<file path="config.mk">
export PLATFORM = sky130hd
export DESIGN_NAME = fbc_ctrl
export DESIGN_NICKNAME = d
export VERILOG_FILES = /design/src/hdl/fbc_pkg.sv /design/src/hdl/fbc_ctrl.sv
export VERILOG_INCLUDE_DIRS = /design/src /design/src/hdl
export SDC_FILE = /design/constraint.sdc
export NUM_CORES = 1
export LEC_CHECK = 0
export ABC_AREA = 1
export BUFFER_PORTS_ARGS = -buffer_cell sky130_fd_sc_hd__buf_4
export CAP_MARGIN = 20
export CORE_ASPECT_RATIO = 1.25
export CORE_UTILIZATION = 30
export CTS_BUF_LIST = sky130_fd_sc_hd__clkbuf_2
export DETAILED_ROUTE_END_ITERATION = 16
export SLEW_MARGIN = 25
export SYNTH_ARGS = -nofsm -noshare
export SYNTH_HDL_FRONTEND = slang
export SYNTH_SLANG_ARGS = --single-unit
</file>
<file path="constraint.sdc">
create_clock -name aclk -period 1.31 [get_ports aclk]
set_input_delay 0 -clock aclk [delete_from_list [all_inputs] [get_ports aclk]]
set_output_delay 0 -clock aclk [all_outputs]
set_load 0.05 [all_outputs]
</file>
<file path="src/hdl/assert_macros.svh">
// Assertion macros for the RTL files; fbc_ctrl is the file that includes them.
`ifndef ASSERT_MACROS_SVH
`define ASSERT_MACROS_SVH
`ifndef SYNTH
// Check an implication on every rising edge outside reset.
`define ASSERT_IMPL(label, clk, rstn, ante, cons) \
    label: assert property (@(posedge clk) disable iff (!(rstn)) (ante) |-> (cons)) \
        else $error("assertion failed");
// Check a condition on the cycle after the antecedent.
`define ASSERT_NEXT(label, clk, rstn, ante, cons) \
    label: assert property (@(posedge clk) disable iff (!(rstn)) (ante) |=> (cons)) \
        else $error("assertion failed");
`else
`define ASSERT_IMPL(label, clk, rstn, ante, cons)
`define ASSERT_NEXT(label, clk, rstn, ante, cons)
`endif
`endif

</file>
<file path="src/hdl/fbc_pkg.sv">
// Shared types and constants for the frustum box culler.
package fbc_pkg;
    localparam int PLANE_REGS        = 6;
    localparam int DEF_NUM_PLANES    = 6;
    localparam int DEF_COORD_WIDTH   = 16;
    localparam int DEF_MATRIX_WIDTH  = 32;
    localparam int CFG_IDX_W         = 3;
    localparam int CFG_DATA_W        = 64;
    localparam int PCOEF_W           = 16;
    localparam int IN_COORD_W        = 16;
    localparam int IN_COEF_W         = 32;
    localparam int CORNERS           = 8;
    localparam int S_TDATA_W         = 232;
    localparam logic [31:0] Q16_ONE  = 32'h0001_0000;

    typedef enum logic [1:0] {
        CMD_LOAD  = 2'd0,
        CMD_WORLD = 2'd1,
        CMD_MODEL = 2'd2,
        CMD_NONE  = 2'd3
    } cmd_t;

    // Controller to datapath commands.
    typedef struct packed {
        logic       capture;   // latch box and clear the cull flag
        logic       load_row;  // write matrix row from input
        logic       q_step;    // accumulate one matrix term for the current plane
        logic       q_clear;
        logic       dot_step;  // evaluate one corner (model) or plane (world)
        logic       plane_clear;
        logic [2:0] plane;
        logic [1:0] row;       // matrix row for q_step
        logic [2:0] corner;
        logic       world;
        logic       finish;    // register the result
    } fbc_cmd_t;

    typedef struct packed {
        logic culled;
    } fbc_stat_t;
endpackage

</file>
<file path="src/hdl/fbc_ctrl.sv">
// Controller: sequences matrix loads and folds, plane and corner tests and the output handshake.
module fbc_ctrl #(
    parameter int NUM_PLANES = fbc_pkg::DEF_NUM_PLANES
) (
    input  logic               aclk,
    input  logic               aresetn,
    input  logic               s_tvalid,
    output logic               s_tready,
    input  logic [1:0]         in_cmd,
    output logic               m_tvalid,
    input  logic               m_tready,
    output fbc_pkg::fbc_cmd_t  cmd
);
    import fbc_pkg::*;
    `include "assert_macros.svh"

    typedef enum logic [4:0] {
        ST_IDLE  = 5'b00001,
        ST_FOLD  = 5'b00010,
        ST_DOT   = 5'b00100,
        ST_FIN   = 5'b01000,
        ST_OUT   = 5'b10000
    } state_t;

    state_t state_reg, state_next;
    logic [2:0] plane_reg, plane_next;
    logic [2:0] cnt_reg, cnt_next;
    logic world_reg, world_next;
    logic acc_s;
    logic last_plane;

    assign s_tready = (state_reg == ST_IDLE);
    assign acc_s = s_tvalid && s_tready;
    assign m_tvalid = (state_reg == ST_OUT);
    assign last_plane = (32'(plane_reg) == NUM_PLANES - 1);

    always_comb begin
        state_next = state_reg;
        plane_next = plane_reg;
        cnt_next   = cnt_reg;
        world_next = world_reg;
        cmd = '0;
        cmd.plane  = plane_reg;
        cmd.row    = cnt_reg[1:0];
        cmd.corner = cnt_reg;
        cmd.world  = world_reg;
        case (state_reg)
            ST_IDLE: begin
                if (acc_s) begin
                    plane_next = '0;
                    cnt_next   = '0;
                    case (cmd_t'(in_cmd))
                        CMD_LOAD: cmd.load_row = 1'b1;
                        CMD_WORLD: begin
                            cmd.capture = 1'b1;
                            world_next = 1'b1;
                            state_next = ST_DOT;
                        end
                        CMD_MODEL: begin
                            cmd.capture = 1'b1;
                            cmd.q_clear = 1'b1;
                            world_next = 1'b0;
                            state_next = ST_FOLD;
                        end
                        default: ;
                    endcase
                end
            end
            ST_FOLD: begin
                cmd.q_step = 1'b1;
                cnt_next = cnt_reg + 3'd1;
                if (cnt_reg == 3'd3) begin
                    cnt_next = '0;
                    cmd.plane_clear = 1'b1;
                    state_next = ST_DOT;
                end
            end
            ST_DOT: begin
                cmd.dot_step = 1'b1;
                if (world_reg) begin
                    plane_next = plane_reg + 3'd1;
                    if (last_plane) state_next = ST_FIN;
                end else begin
                    cnt_next = cnt_reg + 3'd1;
                    if (cnt_reg == 3'(CORNERS-1)) begin
                        cnt_next = '0;
                        plane_next = plane_reg + 3'd1;
                        cmd.q_clear = 1'b1;
                        state_next = last_plane ? ST_FIN : ST_FOLD;
                    end
                end
            end
            ST_FIN: begin
                cmd.finish = 1'b1;
                state_next = ST_OUT;
            end
            ST_OUT: if (m_tready) state_next = ST_IDLE;
            default: state_next = ST_IDLE;
        endcase
    end

    always_ff @(posedge aclk) begin
        if (!aresetn) begin
            state_reg <= ST_IDLE;
            plane_reg <= '0;
            cnt_reg   <= '0;
            world_reg <= 1'b0;
        end else begin
            state_reg <= state_next;
            plane_reg <= plane_next;
            cnt_reg   <= cnt_next;
            world_reg <= world_next;
        end
    end

    `ASSERT_IMPL(a_onehot, aclk, aresetn, 1'b1, $onehot(state_reg))
    `ASSERT_IMPL(a_busy, aclk, aresetn, m_tvalid, !s_tready)
    `ASSERT_NEXT(a_fin_out, aclk, aresetn, state_reg == ST_FIN, m_tvalid)
    `ASSERT_IMPL(a_fold_model, aclk, aresetn, state_reg == ST_FOLD, !world_reg)
endmodule

</file>
# After elaboration in Yosys (flattened, before gate mapping)
# Cells that the tools add are included.
[word_totals]
in_bits = 6
word_cells = 65
out_inout_bits = 18
reg_bits = 12
[op_classes]
n_mux = 32
reduce_logical = 10
addsub = 2
eq_ne = 17
[op_table]
columns = ["operator", "n"]
rows = [
  ["2-to-1 mux 5 bit", 6],
  ["one-hot mux 5 bit (5 select lines)", 1],
  ["2-to-1 mux 3 bit", 6],
  ["2-to-1 mux 1 bit", 11],
  ["one-hot mux 5 bit (2 select lines)", 1],
  ["one-hot mux 3 bit (3 select lines)", 1],
  ["AND reduction 3 bit", 3],
  ["adder 3 x 1 -> 3 bit, second input constant", 2],
  ["equality test 3 bit, second input constant", 2],
  ["inequality test 3 bit, second input constant", 2],
  ["one-hot mux 3 bit (2 select lines)", 1],
  ["AND reduction 6 bit", 1],
  ["equality test 5 x 1 -> 1 bit, second input constant", 1],
  ["equality test 5 x 2 -> 1 bit, second input constant", 1],
  ["equality test 5 x 3 -> 1 bit, second input constant", 1],
  ["equality test 5 x 4 -> 1 bit, second input constant", 1],
  ["equality test 5 bit, second input constant", 1],
  ["2-to-1 mux 2 bit", 2],
  ["2-to-1 mux 4 bit", 1],
  ["inequality test 2 x 1 -> 1 bit, second input constant", 2],
  ["inequality test 2 bit, second input constant", 2],
  ["one-hot mux 1 bit (2 select lines)", 2],
  ["nonzero test 2 bit", 2],
  ["equality test 3 x 2 -> 1 bit, second input constant", 1],
  ["other kinds (7)", 7],
]

# Longest topological paths before layout
[logic_depth]
word_depth = 5
depth_mapped = 9
ltp_nobuf = 9

# Worst setup path before layout
# OpenSTA, ideal clock, no wires.
[synth_path]
path_type = "reg2out"
start = "register state_reg[2]"
end = "output cmd[12] (netlist name)"
path_slack_ns = -0.979
arrival_time_ns = 2.289
path_buffers = 0
required_time_ns = 1.310
stages_incl_launch_ff = 6
path_cell_list = "dfxtp_1 nor2_4 nand3_2 inv_1 nand2_2 o21ai_0"
[synth_lines]
columns = ["item", "line_no", "source"]
rows = [
  ["start, declared", "fbc_ctrl.sv:25", "state_t state_reg, state_next;"],
  ["start signal, assigned", "fbc_ctrl.sv:109", "state_reg <= state_next;"],
  ["end, declared", "fbc_ctrl.sv:12", "output fbc_pkg::fbc_cmd_t cmd"],
]

==> impl_metrics.tcl <==
set metrics [dict create \
    power_w 0.00285 \
    clockRootBuffer "clkbuf_2" \
    drt-total-wl_um 2730 \
    drt_first_pass_iters 4 \
    h-tree-depth 1 \
    cpPeakStageDelay_ps 390 \
    seq_area_frac_synth_pct 24.5 \
    antenna_found_initial 0 \
    groute.layer.met1.usage_pct 19.3 \
    syn-cell-area_um2 981 \
    r2r-start "cnt_reg[0]" \
    synth_edf_count 0 \
    ant_nets 0 \
    fin_util_pct 53.6 \
    cts.sinks 12 \
    wire_per_inst_um 12.3 \
    hold_end "state_reg[4]" \
    gr-usage-met2_pct 30.7 \
    fp.coreArea_um2 3030 \
    worstSetupPathType "flop to output pin" \
    crit_start "state_reg[3]" \
    peakVddDrop_mv 1.09 \
    ios 24 \
    start_util_pct 32.4 \
    clk_pin_slew_ps 120 \
    tightest_slew_ps 250 \
    hold_class "input port to flop" \
    synth_common_cells "inv_1, nand2_1, nor2_1" \
    yosysMostFrequentCell "inv_1" \
    rsz0062_at_grt "yes" \
    met3_usage_pct 1.61 \
    crit_chain "nor2_4 > buf_4 > nand3_4 > buf_6 > nor2_4 > buf_6" \
    port-buffer-count 23 \
    fin_nets 202 \
    drt_iter0_drc 11 \
    grt_pass1_vias 1024 \
    num_vias 1055 \
    gp_congestion 0.827 \
    yosysTopAreaCell "dfxtp_1" \
    grt_start_max_net_pins 10 \
    path_max_fanout 4 \
    rr_worst_depth 9 \
    cts_made_buffers 3 \
    r2r_end "state_reg[1]" \
    post-route-drc-count 0 \
    setup-violations-final 17 \
    hold_viol 0 \
    hold_depth 4 \
    fin_skew_ps 2.42 \
    synth.area.top_cells "dfxtp_1, ha_1, inv_1" \
    r2r_setup_slack_ps -100 \
    period_needed_ps 1440 \
    synth_cells 139 \
    critPathRequiredTime_ps 1310 \
    min_from "m_tready" \
    die_w_um 53.1 \
    syn_to_final_growth_pct 65.6 \
    n_antenna_cell 0 \
    ys_async_sr_fraction_pct 0 \
    gr-total-overflow 0 \
    yosys_warnings 0 \
    min_period_over_period_pct 110 \
    endpoint_kind "output pin" \
    critPathTopFamily "buffers and inverters" \
    grt_pass1_wl_um 4440 \
    power_density_nw_per_um2 1750 \
    worst_skew_pair.late_latency_ps 270 \
    max-slew-margin-rel_pct 83.3 \
    worst_setup_path_start_kind "flop" \
    via_per_inst 4.75 \
    cp.arrival_ps 1440 \
    largest_reg_flops 5 \
    fmax_mhz 695 \
    status "finished with violations" \
    ys_ff_latch 12 \
    setup_ws_ps -129 \
    synth_cell_type_count 25 \
    cellLeakagePower_nw 0.720 \
    synth_area_per_cell_um2 7.06 \
    cp_slowest_cell "dfxtp_4" \
    rows 22 \
    violations "negative setup slack" \
    gr-usage-all-layers_pct 17.1 \
    syn_nets 154 \
    maxCapViolations 0 \
    clockBufferDepth 2 \
    yosys.area.top_type_share_pct 24.5 \
    drive_above_1_share_pct 53.2 \
    hpwl_um 1970 \
    grt_busiest_layer "met2" \
    die_h_um 65.9 \
    design.die.area_um2 3500 \
    cts_tree "done" \
    drv_slew 0 \
    ys.flop_type "dfxtp_1" \
    cp_num_buf_inv 3 \
]
report_power, final:
| part | switching (W) | total, W | leakage (nW) | internal (W) |
|---|---|---|---|---|
| registers | 0.000105 | 0.000569 | 0.104 | 0.000464 |
| logic | 0.00121 | 0.00208 | 0.602 | 0.000871 |
| clock network | 0.000131 | 0.000197 | 0.0140 | 0.0000663 |
| total | 0.00144 | 0.00285 | 0.720 | 0.00140 |
tightest hold or removal path: stages:
cell and delay [ps]:
buf_4 80, inv_1 30, nand4_1 110, a21oi_1 80
worst max-delay path by stage:
| stage | endpoint | depth (start not counted) |
|---|---|---|
| 6_report | cmd[10] | 6 |
| 2_1_floorplan | world_reg | 7 |
| 5_1_grt | state_reg[2] | 9 |
| 4_1_cts | state_reg[1] | 8 |
| 3_5_place_dp | state_reg[1] | 8 |
| 3_3_place_gp | state_reg[1] | 8 |
final cells by class:
| cell class | instances | area [um2] |
|---|---|---|
| Tap cell | 36 | 45.0 |
| Multi-Input combinational cell | 94 | 738 |
| Inverter | 29 | 123 |
| Clock inverter | 1 | 3.75 |
| Clock buffer | 3 | 15.0 |
| Timing Repair Buffer | 47 | 427 |
| Fill cell | 302 | 1400 |
| Sequential cell | 12 | 273 |
repair_timing:
action	in CTS	in global routing
hold buffers	1	0
pin swaps	7	15
hold endpoints to repair	5	0
setup buffers	7	2
resized for setup	20	20
endpoints found under the setup margin	19	19
stage by stage:
stage	std cells	setup slack (ps)	setup TNS, ps	hold slack [ps]	cell area (um2)
after floorplan	139	-257	-1330	145	1090
after global placement	208	-81.2	-411	288	1380
after detailed placement	208	-91.1	-421	293	1380
after CTS	220	-110	-992	29.7	1530
after global routing	222	-216	-2980	68.3	1620
final	222	-129	-1190	63.0	1620
layer usage:
metal	part of all wire [%]	wire, um	up-vias
met3	2.1	57	6
met1	41	1110	504
met5	0	0	-
met2	55	1490	19
li1	-	-	526
met4	2.2	59	0
kinds of logic after synthesis:
group / Yosys count / synth area share [%]
DFF: 12 / 24.5
xor gates and xnor gates: 1 / 0.893
adders and majority gates: 9 / 11.5
AOI/OAI and AO/OA: 15 / 8.80
and+or+nand+nor: 69 / 40.2
buffers and inverters: 33 / 14.2
cells in the final DEF, fill, tap and decap left out, drive strengths merged:
master       count
buf             46
inv             26
nor2            26
nand2           25
dfxtp           12
ha               9
nand4            8
o21ai            8
a21oi            7
nand3            7
clkinvlp         3
clkbuf           3
nor3             1
xnor2            1
nor3b            1
nand3b           1
clkinv           1
dlygate4sd3      1
No activity file was read; power rests on OpenSTA's default activity.
